[config.mk]
export PLATFORM = sky130hd
export DESIGN_NAME = announce_egress_scheduler
export DESIGN_NICKNAME = d
export VERILOG_FILES = /design/src/aes_pkg.sv /design/src/aes_divider.sv /design/src/aes_datapath.sv /design/src/aes_controller.sv /design/src/announce_egress_scheduler.sv
export VERILOG_INCLUDE_DIRS = /design/src /design/src/src
export SDC_FILE = /design/constraint.sdc
export NUM_CORES = 2
export LEC_CHECK = 0
export ABC_AREA = 0
export BUFFER_PORTS_ARGS = -buffer_cell sky130_fd_sc_hd__buf_4
export CORE_ASPECT_RATIO = 0.5
export CORE_MARGIN = 4
export CORE_UTILIZATION = 40
export DETAILED_ROUTE_END_ITERATION = 12
export PLACE_DENSITY = 0.61
export SLEW_MARGIN = 10
export SYNTH_ARGS = -nofsm -noshare
export SYNTH_HDL_FRONTEND = slang
export SYNTH_SLANG_ARGS = --single-unit
[constraint.sdc]
create_clock -name aclk -period 9.8 [get_ports aclk]
set_input_delay 1.96 -clock aclk [delete_from_list [all_inputs] [get_ports aclk]]
set_output_delay 1.96 -clock aclk [all_outputs]
set_load 0.1 [all_outputs]
[src/announce_egress_scheduler_macros.svh]
// Assertion helpers used by the scheduler datapath.
`ifndef ANNOUNCE_EGRESS_SCHEDULER_MACROS_SVH
`define ANNOUNCE_EGRESS_SCHEDULER_MACROS_SVH

// Same-cycle implication, disabled while reset is asserted.
`define AES_ASSERT_IMPLIES(lbl, clk, rstn, ante, cons, msg) \
    lbl: assert property (@(posedge clk) disable iff (!rstn) (ante) |-> (cons)) \
        else $error(msg);

// Next-cycle implication, disabled while reset is asserted.
`define AES_ASSERT_NEXT(lbl, clk, rstn, ante, cons, msg) \
    lbl: assert property (@(posedge clk) disable iff (!rstn) (ante) |=> (cons)) \
        else $error(msg);

`endif

[src/aes_pkg.sv]
package aes_pkg;

    localparam int NOW_W     = 40;
    localparam int HOP_W     = 8;
    localparam int LEN_W     = 10;
    localparam int TAG_W     = 8;
    localparam int ORD_W     = 16;
    localparam int STAT_W    = 3;
    localparam int CNT5_W    = 5;
    localparam int DRAIN_W   = 32;
    localparam int BR_W      = 27;
    localparam int CAP_W     = 16;
    localparam int LIFE_W    = 32;
    localparam int CFG_W     = 32;
    localparam int CFG_IDX_W = 2;

    localparam logic [CFG_IDX_W-1:0] CFG_BITRATE = 2'd0;
    localparam logic [CFG_IDX_W-1:0] CFG_CAP     = 2'd1;
    localparam logic [CFG_IDX_W-1:0] CFG_LIFE    = 2'd2;

    localparam logic [BR_W-1:0]   BITRATE_RST = 27'd0;
    localparam logic [CAP_W-1:0]  CAP_RST     = 16'd1310;
    localparam logic [LIFE_W-1:0] LIFE_RST    = 32'd86400000;

    localparam logic [STAT_W-1:0] STAT_NONE     = 3'd0;
    localparam logic [STAT_W-1:0] STAT_ACCEPTED = 3'd1;
    localparam logic [STAT_W-1:0] STAT_DROPPED  = 3'd2;
    localparam logic [STAT_W-1:0] STAT_RELEASED = 3'd3;
    localparam logic [STAT_W-1:0] STAT_GATED    = 3'd4;

    localparam logic CMD_ENQUEUE = 1'b0;
    localparam logic CMD_TICK    = 1'b1;

    // Airtime in ms is len * 8 bits * 1000 ms * 2^16 / (bitrate * cap).
    localparam int              AIR_SCALE_W = 13;
    localparam logic [12:0]     AIR_SCALE   = 13'd8000;
    localparam int              Q_SHIFT     = 16;
    localparam int              NUM_W       = 40;
    localparam int              DEN_W       = BR_W + CAP_W;
    localparam int              DIV_BITS    = 2;
    localparam int              DIV_STEPS   = NUM_W / DIV_BITS;
    localparam int              DIV_CNT_W   = 5;

    typedef struct packed {
        logic              command;
        logic [NOW_W-1:0]  now_ms;
        logic [HOP_W-1:0]  hop_count;
        logic [LEN_W-1:0]  byte_length;
        logic [TAG_W-1:0]  packet_tag;
    } in_item_t;

    typedef struct packed {
        logic [STAT_W-1:0]  status;
        logic [TAG_W-1:0]   released_tag;
        logic [HOP_W-1:0]   released_hops;
        logic [LEN_W-1:0]   released_length;
        logic [CNT5_W-1:0]  entries_left;
        logic [CNT5_W-1:0]  expired_count;
        logic [DRAIN_W-1:0] drained_total;
        logic [NOW_W-1:0]   next_allowed_ms;
    } out_item_t;

    typedef struct packed {
        logic [HOP_W-1:0] hops;
        logic [NOW_W-1:0] stamp;
        logic [LEN_W-1:0] len;
        logic [TAG_W-1:0] tag;
        logic [ORD_W-1:0] order;
    } slot_t;

    typedef struct packed {
        logic              capture;
        logic              idx_clear;
        logic              idx_inc;
        logic              enq_write;
        logic              scan_issue;
        logic              release_slot;
        logic              div_start;
        logic              div_step;
        logic              set_allowed;
        logic              out_load;
        logic [STAT_W-1:0] status;
    } ctrl_cmd_t;

    typedef struct packed {
        logic is_tick;
        logic count_zero;
        logic slot_free;
        logic idx_last;
        logic gated;
        logic div_done;
        logic out_free;
    } ctrl_sts_t;

endpackage

[src/aes_divider.sv]
module aes_divider
    import aes_pkg::*;
(
    input  logic              aclk,
    input  logic              aresetn,
    input  logic              start,
    input  logic              step,
    input  logic [LEN_W-1:0]  len,
    input  logic [BR_W-1:0]   bitrate,
    input  logic [CAP_W-1:0]  cap,
    output logic              done,
    output logic [NOW_W-1:0]  quotient
);

    logic [NUM_W-1:0]     num_reg, num_next;
    logic [DEN_W-1:0]     den_reg;
    logic [DEN_W:0]       rem_reg, rem_next;
    logic                 zero_reg;
    logic [DIV_CNT_W-1:0] cnt_reg;
    logic [LEN_W+AIR_SCALE_W-1:0] scaled_len;

    assign scaled_len = (LEN_W+AIR_SCALE_W)'(len) * (LEN_W+AIR_SCALE_W)'(AIR_SCALE);

    // Restoring division, two quotient bits per cycle; the quotient shifts into num_reg.
    always_comb begin
        rem_next = rem_reg;
        num_next = num_reg;
        for (int k = 0; k < DIV_BITS; k++) begin
            rem_next = {rem_next[DEN_W-1:0], num_next[NUM_W-1]};
            num_next = {num_next[NUM_W-2:0], 1'b0};
            if (rem_next >= {1'b0, den_reg}) begin
                rem_next    = rem_next - {1'b0, den_reg};
                num_next[0] = 1'b1;
            end
        end
    end

    always_ff @(posedge aclk) begin
        if (!aresetn) begin
            cnt_reg <= DIV_CNT_W'(DIV_STEPS);
        end else if (start) begin
            cnt_reg <= '0;
        end else if (step && cnt_reg != DIV_CNT_W'(DIV_STEPS)) begin
            cnt_reg <= cnt_reg + 1'b1;
        end
    end

    always_ff @(posedge aclk) begin
        if (start) begin
            num_reg  <= NUM_W'({scaled_len, {Q_SHIFT{1'b0}}});
            den_reg  <= DEN_W'(bitrate) * DEN_W'(cap);
            zero_reg <= (bitrate == '0) || (cap == '0);
            rem_reg  <= '0;
        end else if (step && cnt_reg != DIV_CNT_W'(DIV_STEPS)) begin
            num_reg <= num_next;
            rem_reg <= rem_next;
        end
    end

    assign done     = (cnt_reg == DIV_CNT_W'(DIV_STEPS));
    assign quotient = zero_reg ? '0 : num_reg;

endmodule

[src/aes_datapath.sv]
`include "announce_egress_scheduler_macros.svh"

module aes_datapath
    import aes_pkg::*;
#(
    parameter int QUEUE_DEPTH = 16
) (
    input  logic                 aclk,
    input  logic                 aresetn,
    input  logic                 cfg_wr_en,
    input  logic [CFG_IDX_W-1:0] cfg_addr,
    input  logic [CFG_W-1:0]     cfg_wdata,
    input  in_item_t             s_item,
    output out_item_t            m_item,
    output logic                 m_valid,
    input  logic                 m_ready,
    input  ctrl_cmd_t            cmd,
    output ctrl_sts_t            sts
);

    localparam int IW = (QUEUE_DEPTH > 1) ? $clog2(QUEUE_DEPTH) : 1;
    localparam int CW = $clog2(QUEUE_DEPTH + 1);
    localparam int MW = $bits(slot_t);

    logic [BR_W-1:0]   bitrate_reg;
    logic [CAP_W-1:0]  cap_reg;
    logic [LIFE_W-1:0] life_reg;

    in_item_t                 item_reg;
    logic [IW-1:0]            idx_reg;
    logic [QUEUE_DEPTH-1:0]   valid_reg, valid_next;
    logic [CW-1:0]            count_reg, count_next;
    logic [CW-1:0]            exp_reg, exp_next;
    logic [MW-1:0]            mem [QUEUE_DEPTH];
    logic [MW-1:0]            rd_data_reg;
    logic [IW-1:0]            rd_idx_reg;
    logic                     eval_pend_reg;
    logic                     best_valid_reg;
    logic [IW-1:0]            best_idx_reg;
    slot_t                    best_reg;
    logic [ORD_W-1:0]         seq_reg;
    logic [NOW_W-1:0]         allowed_reg;
    logic [DRAIN_W-1:0]       drained_reg;
    out_item_t                out_reg;
    logic                     out_valid_reg;

    slot_t            ent;
    logic             ent_valid;
    logic             ent_expired;
    logic             ent_better;
    logic [NOW_W:0]   expire_at;
    logic [ORD_W-1:0] age_ent;
    logic [ORD_W-1:0] age_best;
    logic             div_done;
    logic [NOW_W-1:0] quotient;
    logic [NOW_W:0]   allowed_sum;
    slot_t            new_slot;

    aes_divider u_divider (
        .aclk     (aclk),
        .aresetn  (aresetn),
        .start    (cmd.div_start),
        .step     (cmd.div_step),
        .len      (best_reg.len),
        .bitrate  (bitrate_reg),
        .cap      (cap_reg),
        .done     (div_done),
        .quotient (quotient)
    );

    always_ff @(posedge aclk) begin
        if (!aresetn) begin
            bitrate_reg <= BITRATE_RST;
            cap_reg     <= CAP_RST;
            life_reg    <= LIFE_RST;
        end else if (cfg_wr_en) begin
            case (cfg_addr)
                CFG_BITRATE: bitrate_reg <= cfg_wdata[BR_W-1:0];
                CFG_CAP:     cap_reg     <= cfg_wdata[CAP_W-1:0];
                CFG_LIFE:    life_reg    <= cfg_wdata[LIFE_W-1:0];
                default:     ;
            endcase
        end
    end

    assign ent         = slot_t'(rd_data_reg);
    assign ent_valid   = eval_pend_reg && valid_reg[rd_idx_reg];
    assign expire_at   = {1'b0, ent.stamp} + (NOW_W+1)'(life_reg);
    assign ent_expired = {1'b0, item_reg.now_ms} > expire_at;
    assign age_ent     = seq_reg - ent.order;
    assign age_best    = seq_reg - best_reg.order;
    // Lower hop count wins, then the older timestamp, then the earlier insertion.
    assign ent_better  = !best_valid_reg
                       || (ent.hops < best_reg.hops)
                       || ((ent.hops == best_reg.hops)
                           && ((ent.stamp < best_reg.stamp)
                               || ((ent.stamp == best_reg.stamp) && (age_ent > age_best))));

    always_comb begin
        valid_next = valid_reg;
        count_next = count_reg;
        exp_next   = exp_reg;
        if (cmd.capture) begin
            exp_next = '0;
        end
        if (cmd.enq_write) begin
            valid_next[idx_reg] = 1'b1;
            count_next          = count_reg + 1'b1;
        end
        if (ent_valid && ent_expired) begin
            valid_next[rd_idx_reg] = 1'b0;
            count_next             = count_reg - 1'b1;
            exp_next               = exp_reg + 1'b1;
        end
        if (cmd.release_slot) begin
            valid_next[best_idx_reg] = 1'b0;
            count_next               = count_reg - 1'b1;
        end
    end

    always_ff @(posedge aclk) begin
        if (!aresetn) begin
            valid_reg      <= '0;
            count_reg      <= '0;
            exp_reg        <= '0;
            seq_reg        <= '0;
            allowed_reg    <= '0;
            drained_reg    <= '0;
            eval_pend_reg  <= 1'b0;
            best_valid_reg <= 1'b0;
            out_valid_reg  <= 1'b0;
        end else begin
            valid_reg     <= valid_next;
            count_reg     <= count_next;
            exp_reg       <= exp_next;
            eval_pend_reg <= cmd.scan_issue;
            if (cmd.enq_write) begin
                seq_reg <= seq_reg + 1'b1;
            end
            if (cmd.release_slot) begin
                drained_reg <= drained_reg + 1'b1;
            end
            if (cmd.set_allowed) begin
                allowed_reg <= allowed_sum[NOW_W] ? {NOW_W{1'b1}} : allowed_sum[NOW_W-1:0];
            end
            if (cmd.capture) begin
                best_valid_reg <= 1'b0;
            end else if (ent_valid && !ent_expired && ent_better) begin
                best_valid_reg <= 1'b1;
            end
            if (cmd.out_load) begin
                out_valid_reg <= 1'b1;
            end else if (m_ready) begin
                out_valid_reg <= 1'b0;
            end
        end
    end

    assign allowed_sum = {1'b0, item_reg.now_ms} + {1'b0, quotient};

    assign new_slot.hops  = item_reg.hop_count;
    assign new_slot.stamp = item_reg.now_ms;
    assign new_slot.len   = item_reg.byte_length;
    assign new_slot.tag   = item_reg.packet_tag;
    assign new_slot.order = seq_reg;

    always_ff @(posedge aclk) begin
        if (cmd.capture) begin
            item_reg <= s_item;
        end
        if (cmd.idx_clear) begin
            idx_reg <= '0;
        end else if (cmd.idx_inc) begin
            idx_reg <= idx_reg + 1'b1;
        end
        if (cmd.enq_write) begin
            mem[idx_reg] <= new_slot;
        end
        if (cmd.scan_issue) begin
            rd_data_reg <= mem[idx_reg];
            rd_idx_reg  <= idx_reg;
        end
        if (ent_valid && !ent_expired && ent_better) begin
            best_reg     <= ent;
            best_idx_reg <= rd_idx_reg;
        end
        if (cmd.out_load) begin
            out_reg.status <= cmd.status;
            if (cmd.status == STAT_RELEASED) begin
                out_reg.released_tag    <= best_reg.tag;
                out_reg.released_hops   <= best_reg.hops;
                out_reg.released_length <= best_reg.len;
            end else begin
                out_reg.released_tag    <= '0;
                out_reg.released_hops   <= '0;
                out_reg.released_length <= '0;
            end
            out_reg.entries_left    <= CNT5_W'(count_reg);
            out_reg.expired_count   <= CNT5_W'(exp_reg);
            out_reg.drained_total   <= drained_reg;
            out_reg.next_allowed_ms <= allowed_reg;
        end
    end

    assign sts.is_tick    = (item_reg.command == CMD_TICK);
    assign sts.count_zero = (count_reg == '0);
    assign sts.slot_free  = !valid_reg[idx_reg];
    assign sts.idx_last   = (idx_reg == IW'(QUEUE_DEPTH - 1));
    assign sts.gated      = (item_reg.now_ms < allowed_reg);
    assign sts.div_done   = div_done;
    assign sts.out_free   = !out_valid_reg || m_ready;

    assign m_item  = out_reg;
    assign m_valid = out_valid_reg;

    `AES_ASSERT_IMPLIES(a_count_matches, aclk, aresetn, 1'b1,
        count_reg == CW'($countones(valid_reg)), "entry count differs from valid slots")
    `AES_ASSERT_IMPLIES(a_no_overwrite, aclk, aresetn, cmd.out_load,
        !out_valid_reg || m_ready, "result loaded over one not yet taken")
    `AES_ASSERT_NEXT(a_release_counts, aclk, aresetn, cmd.release_slot,
        drained_reg == $past(drained_reg) + 32'd1, "release not counted")

endmodule

[src/aes_controller.sv]
module aes_controller
    import aes_pkg::*;
(
    input  logic      aclk,
    input  logic      aresetn,
    input  logic      s_valid,
    output logic      s_ready,
    input  ctrl_sts_t sts,
    output ctrl_cmd_t cmd
);

    typedef enum logic [7:0] {
        S_IDLE     = 8'b0000_0001,
        S_DISPATCH = 8'b0000_0010,
        S_FIND     = 8'b0000_0100,
        S_SCAN     = 8'b0000_1000,
        S_SCAN_END = 8'b0001_0000,
        S_DECIDE   = 8'b0010_0000,
        S_DIV      = 8'b0100_0000,
        S_OUT      = 8'b1000_0000
    } state_t;

    state_t            state_reg, state_next;
    logic [STAT_W-1:0] stat_reg, stat_next;

    always_comb begin
        cmd        = '0;
        state_next = state_reg;
        stat_next  = stat_reg;
        case (state_reg)
            S_IDLE: begin
                if (s_valid) begin
                    cmd.capture   = 1'b1;
                    cmd.idx_clear = 1'b1;
                    state_next    = S_DISPATCH;
                end
            end
            S_DISPATCH: begin
                if (!sts.is_tick) begin
                    state_next = S_FIND;
                end else if (sts.count_zero) begin
                    stat_next  = STAT_NONE;
                    state_next = S_OUT;
                end else begin
                    state_next = S_SCAN;
                end
            end
            S_FIND: begin
                if (sts.slot_free) begin
                    cmd.enq_write = 1'b1;
                    stat_next     = STAT_ACCEPTED;
                    state_next    = S_OUT;
                end else if (sts.idx_last) begin
                    stat_next  = STAT_DROPPED;
                    state_next = S_OUT;
                end else begin
                    cmd.idx_inc = 1'b1;
                end
            end
            S_SCAN: begin
                cmd.scan_issue = 1'b1;
                cmd.idx_inc    = 1'b1;
                if (sts.idx_last) begin
                    state_next = S_SCAN_END;
                end
            end
            S_SCAN_END: begin
                // The last slot read is evaluated in this cycle.
                state_next = S_DECIDE;
            end
            S_DECIDE: begin
                if (sts.count_zero) begin
                    stat_next  = STAT_NONE;
                    state_next = S_OUT;
                end else if (sts.gated) begin
                    stat_next  = STAT_GATED;
                    state_next = S_OUT;
                end else begin
                    cmd.release_slot = 1'b1;
                    cmd.div_start    = 1'b1;
                    state_next       = S_DIV;
                end
            end
            S_DIV: begin
                if (sts.div_done) begin
                    cmd.set_allowed = 1'b1;
                    stat_next       = STAT_RELEASED;
                    state_next      = S_OUT;
                end else begin
                    cmd.div_step = 1'b1;
                end
            end
            S_OUT: begin
                cmd.status = stat_reg;
                if (sts.out_free) begin
                    cmd.out_load = 1'b1;
                    state_next   = S_IDLE;
                end
            end
            default: begin
                state_next = S_IDLE;
            end
        endcase
    end

    always_ff @(posedge aclk) begin
        if (!aresetn) begin
            state_reg <= S_IDLE;
            stat_reg  <= STAT_NONE;
        end else begin
            state_reg <= state_next;
            stat_reg  <= stat_next;
        end
    end

    assign s_ready = (state_reg == S_IDLE);

endmodule

[src/announce_egress_scheduler.sv]
// Announce egress scheduler: queues announces and releases them at a paced rate.
// Input channel s_valid/s_ready/s_item carries one item, either an enqueue
// (command low) or a tick carrying the current time (command high).
// Result channel m_valid/m_ready/m_item returns exactly one result per item.
// The configuration port writes bitrate, airtime share or lifetime at cfg_addr
// whenever cfg_wr_en is high; the user must use it only while the block is idle (not enforced here).
// One item is processed at a time. An enqueue searches the valid bits
// sequentially for a free slot. A tick scans the slot memory, one read per
// cycle, and when an entry is released it then runs the pacing divider, which
// retires two quotient bits per cycle; a tick on an empty queue skips the scan.
// The result sits in an output register, so s_ready returns high once it is
// loaded, even while the receiver stalls; a further item then waits in its
// last step until the register is free.
// Synchronous reset empties the queue and clears the counters and the pacing
// time; no clearing pass is needed.
module announce_egress_scheduler
    import aes_pkg::*;
#(
    parameter int QUEUE_DEPTH = 16
) (
    input  logic                 aclk,
    input  logic                 aresetn,
    input  logic                 cfg_wr_en,
    input  logic [CFG_IDX_W-1:0] cfg_addr,
    input  logic [CFG_W-1:0]     cfg_wdata,
    input  logic                 s_valid,
    output logic                 s_ready,
    input  in_item_t             s_item,
    output logic                 m_valid,
    input  logic                 m_ready,
    output out_item_t            m_item
);

    ctrl_cmd_t cmd;
    ctrl_sts_t sts;

    aes_controller u_controller (
        .aclk    (aclk),
        .aresetn (aresetn),
        .s_valid (s_valid),
        .s_ready (s_ready),
        .sts     (sts),
        .cmd     (cmd)
    );

    aes_datapath #(
        .QUEUE_DEPTH (QUEUE_DEPTH)
    ) u_datapath (
        .aclk      (aclk),
        .aresetn   (aresetn),
        .cfg_wr_en (cfg_wr_en),
        .cfg_addr  (cfg_addr),
        .cfg_wdata (cfg_wdata),
        .s_item    (s_item),
        .m_item    (m_item),
        .m_valid   (m_valid),
        .m_ready   (m_ready),
        .cmd       (cmd),
        .sts       (sts)
    );

endmodule
# Word-level counts from Yosys, hierarchy flattened
# Memory sizes are Yosys's and may differ from the RTL's. A register that Yosys moved wholly into a read port is not among the register bits.
# Cells that the tools add are included.
word_totals:
  ff_bits: 607
  ramBits: 1312
  in_bits: 106
  out_inout_bits: 113
  word_cells: 202
  n_memories: 1
classes:
  n_addsub: 13
  multipliers: 2
  n_lt_le_gt_ge: 13
  n_eq_ne: 24
  muxes: 67
  bitwise: 6
  n_reduce_logical: 34
mem_list:
  columns: ["name", "depth", "width", "rd", "rd_ports_with_merged_regs", "write_ports", "line", "text"]
  rows:
  - ["u_datapath.mem", 16, 82, 1, 1, 1, "aes_datapath.sv:34", "logic [MW-1:0] mem [QUEUE_DEPTH];"]
ops:
  columns: ["op", "n"]
  rows:
  - ["greater-or-equal comparator 44 x 43 -> 1 bit", 2]
  - ["two-way mux 43 bit", 2]
  - ["subtractor 43 bit", 2]
  - ["less-than comparator 40 bit", 2]
  - ["two-way mux 40 bit", 2]
  - ["two-way mux 8 bit", 10]
  - ["two-way mux 39 bit", 2]
  - ["one-hot mux 8 bit (8 select lines)", 1]
  - ["two-way mux 16 bit", 3]
  - ["multiplier 27 x 16 -> 43 bit", 1]
  - ["adder 40 x 32 -> 41 bit", 1]
  - ["adder 40 x 40 -> 41 bit", 1]
  - ["> comparator 40 x 41 -> 1 bit", 1]
  - ["== test 40 bit", 1]
  - ["two-way mux 5 bit", 7]
  - ["adder 32 x 1 -> 32 bit, second input constant", 1]
  - ["AND 16 bit", 2]
  - ["NOT 16 bit", 2]
  - ["subtractor 16 bit", 2]
  - ["logical NOT 27 bit", 1]
  - ["two-way mux 3 bit", 7]
  - ["two-way mux 1 bit", 19]
  - ["multiplier 10 x 7 -> 17 bit, second input constant", 1]
  - ["adder 16 x 1 -> 16 bit, second input constant", 1]
  - ["other kinds (46)", 85]

# Logic depth before layout (Yosys ltp)
depth:
  word_depth: 10
  ltp_mapped: 30
  mapped_depth_nobuf: 25

# Modules after synthesis
# From an unflattened synthesis, not the netlist that was laid out.
unflattened:
  hier_cells: 7424
  hier_area_um2: 102726.0
by_module_without_submodules:
  columns: ["mod", "n_inst", "cells_per_inst", "area_each_um2", "seq_area_each_um2"]
  rows:
  - ["aes_datapath", 1, 4261, 76128.0, 53831.6]
  - ["aes_divider", 1, 3064, 25812.3, 3253.1]
  - ["aes_controller", 1, 99, 785.8, 220.2]

# Worst setup path before layout
# No wires, ideal clock.
synth_timing:
  path_kind: "in2reg"
  from: "input m_ready"
  to: "register u_datapath.out_reg (netlist bit u_datapath.m_item[0]) (enable)"
  setup_time_ps: 596
  t_arrival_ps: 6944
  required_ps: 9204
  slack_ps: 2260
  cell_stages: 2
  n_path_buf: 0
  path_cell_list: "nor2b_1 nor2b_1"
synth_lines:
  columns: ["element", "line", "text"]
  rows:
  - ["from (decl)", "announce_egress_scheduler.sv:30", "input logic m_ready,"]
  - ["to (decl)", "aes_datapath.sv:44", "out_item_t out_reg;"]

# Worst setup path in the final report
layout_timing:
  from: "register u_datapath.cap_reg[3]"
  to: "register u_datapath.u_divider.den_reg[39] (data pin)"
layout_via:
  elab_chain_cells: 1
layout_lines:
  columns: ["element", "line", "text"]
  rows:
  - ["from (decl)", "aes_datapath.sv:26", "logic [CAP_W-1:0] cap_reg;"]
  - ["from (signal assigned)", "aes_datapath.sv:79", "CFG_CAP: cap_reg <= cfg_wdata[CAP_W-1:0];"]
  - ["multiplier 27 x 16 -> 43 bit", "aes_divider.sv:51", "den_reg <= DEN_W'(bitrate) * DEN_W'(cap);"]
  - ["to (signal assigned)", "aes_divider.sv:51", null]
  - ["to (decl)", "aes_divider.sv:16", "logic [DEN_W-1:0] den_reg;"]
# Every way passes these cells.
# A chain may end at the register's enable or synchronous reset.

==> flow_metrics.env <==
export IMPL_ys_seq_area_share_pct=56.15
export IMPL_boundaryPins=219
export IMPL_initial_core_util_pct=40.43
export IMPL_routed_top_layer="met5"
export IMPL_yosys_top_cells_area="edfxtp_1, mux4_2, fa_1"
export IMPL_grt_setup_unrepaired="no"
export IMPL_die_y_um=365.2
export IMPL_place_hpwl_um=167600
export IMPL_antenna_found_initial=13
export IMPL_arrival_ps=8230
export IMPL_cts_root_buffer="clkbuf_16"
export IMPL_route_met3_wl_um=14510
export IMPL_startpoint_type="register"
export IMPL_dieArea_mm2=0.2638
export IMPL_rows=130
export IMPL_synthesis_area_mm2=0.1021
export IMPL_ctsHoldBuffers=0
export IMPL_top_register="u_datapath.mem"
export IMPL_yosysWarnings=0
export IMPL_critPathKind="reg2reg"
export IMPL_wl_um=262800
export IMPL_p_leak_nw=41.51
export IMPL_cap_violations=0
export IMPL_path_max_fanout=17
export IMPL_antenna_left=0
export IMPL_htreeDepth=4
export IMPL_synth_net_count=8348
export IMPL_grt_pass1_wl_um=393800
export IMPL_avgRoutedWirePerCell_um=23.74
export IMPL_fillers=22520
export IMPL_post_route_period_util_pct=78.58
export IMPL_layout_drive_gt1_share_pct=14.16
export IMPL_numCtsBuffers=187
export IMPL_cts_setup_buffers=0
export IMPL_grt_ovfl_total=0
export IMPL_async_reset_ff_share_pct=0
export IMPL_core_area_mm2=0.2524
export IMPL_grt_pass1_vias=61560
export IMPL_fin_setup_tns_ps=0
export IMPL_detail_route_iter0_violations=5129
export IMPL_status="completed"
export IMPL_ys_ff_latch=2001
export IMPL_wl_met1_um=113500
export IMPL_cts_tree="yes"
export IMPL_yosysMostFrequentCell="edfxtp_1"
export IMPL_cts_resized_gates=0
export IMPL_avgViaCountPerCell=5.461
export IMPL_whs_ps=404.6
export IMPL_fin_crit_ps=7700
export IMPL_num_vias=60450
export IMPL_fp_dieW_um=722.3
export IMPL_final_hold_viol_count=0
export IMPL_powerDensity_mw_per_mm2=156.8
export IMPL_synth_common_cells="edfxtp_1, inv_1, nand2_1, ha_1, mux4_2"
export IMPL_clk_pin_slew_ps=70
export IMPL_met2WireLength_um=128000
export IMPL_hp_class="reg2reg"
export IMPL_pre_cts_ws_ps=2174
export IMPL_synth_main_ff_cell="edfxtp_1"
export IMPL_synth_cell_types=84
export IMPL_skew_ps=106.5
export IMPL_route_detailed_drc=0
export IMPL_cts_sinks=2001
export IMPL_synth_avg_cell_area_um2=13.87
export IMPL_yosys_area_top_type="edfxtp_1"
export IMPL_largest_register_ffs=1312
export IMPL_grt_max_degree=93
export IMPL_fmax_ghz=0.1299
export IMPL_syn2layout_area_growth_pct=11.46
export IMPL_cts_buffer_depth=4
export IMPL_setup_viol=0
export IMPL_synth_edf_count=1723
export IMPL_p_total_mw=17.84
export IMPL_fin_nets=8540
export IMPL_numPlacedInstances=10730
export IMPL_cp_end_kind="register"
export IMPL_clkLatencyLatePin_ps=880
export IMPL_port_buffers=218
export IMPL_routabilityCongestion=0.8693
export IMPL_fin_ws_ps=2100
export IMPL_worst_pin_slew_ps=1142
export IMPL_seqCellArea_mm2=0.05732
export IMPL_firstDrtPassIters=6
export IMPL_postSynthCellCount=7360
export IMPL_maxSlewViolCount=0
export IMPL_worstPathRequired_ps=10330
export IMPL_utilization_pct=45.06
export IMPL_multi_input_area_mm2=0.04109
export IMPL_irDropWorstVdd_v=0.0001382
export IMPL_grt_usage_pct=19.78
export IMPL_layoutNonFillerInstCount=11070
export IMPL_relSlewSlack_pct=23.90
export IMPL_place_area_mm2=0.1077
export IMPL_synth_top_area_share_pct=50.70
export IMPL_design_area_mm2=0.1138
-- routing by layer --
layer / vias to the layer above / global-route usage [%]
li1: 27300 / -
met1: 31150 / 26.92
met2: 1666 / 33.46
met3: 333 / 2.807
met4: 2 / 5.192
met5: - / 0
-- power by group --
part,internal (mW),switching (mW),total [mW],leakage [nW]
clock network,4.17,3.23,7.39,2.96
registers,9.37,0.137,9.50,17.9
logic,0.321,0.620,0.942,20.6
total,13.9,3.98,17.8,41.5
-- cells in the final DEF, fill, tap and decap left out, drive strengths merged, types with 13 or more instances in the layout --
cell,count
a211oi,33
nor4,29
clkbuf,244
o21a,44
a221oi,42
mux2i,17
nand3,99
o211ai,17
clkinv,55
or3,14
and3,52
inv,688
mux4,420
bufinv,19
nor3,47
xor2,118
buf,324
xnor2,153
nand4,70
dfxtp,278
a31oi,18
nand2b,44
nor2,261
a21oi,366
and2,230
a21o,131
nor2b,85
fa,384
nor3b,21
ha,498
edfxtp,1723
o21ai,271
o21bai,38
o31ai,17
a21boi,13
nand2,663
-- kinds of logic after synthesis --
logic type               synth area share [%]
XOR/XNOR                                2.326
AND/OR/NAND/NOR                         7.824
buffers and inverters                   3.715
flip-flops                              56.15
AO/OA/AOI/OAI                           6.856
adder cells (fa/ha/maj)                 13.64
multiplexers                            9.490
-- final timing paths --
kind / from / to / slack [ps] / cells past startpoint
worst max-delay path: u_datapath.cap_reg[3] / u_datapath.u_divider.den_reg[39] / 2100 / 23
worst max register to register: u_datapath.cap_reg[3] / u_datapath.u_divider.den_reg[39] / 2100 / 23
worst min register to register: u_datapath.ent[25] / u_datapath.best_reg[25] / 400 / 0
worst min-delay path: u_datapath.ent[25] / u_datapath.best_reg[25] / 400 / 0
-- final cells by class --
cell class | instances | share of cell area [%]
clock buffers | 244 | 4.471
clock inverters | 90 | 0.8733
well taps | 3366 | 3.702
inverters | 680 | 2.253
multi-input cells | 4358 | 36.13
diodes | 6 | 0.01320
repair buffers | 324 | 2.171
flip-flops and latches | 2001 | 50.39
-- worst max-delay path, cell delays in order, from the launching register on --
cell and delay, ps:
dfxtp_1 820, buf_4 330, nand2_1 100, fa_1 580, fa_1 440, fa_1 480, fa_1 500, inv_1 60
fa_1 520, inv_1 50, fa_1 540, inv_1 40, ha_1 310, and3_1 210, and3_1 190, o21a_1 120
o31ai_1 80, a31oi_1 390, a41oi_1 290, o21ai_0 480, a41oi_1 260, o311ai_0 370, a21oi_1 140, xnor2_1 130
(Power assumes the default switching activity.)
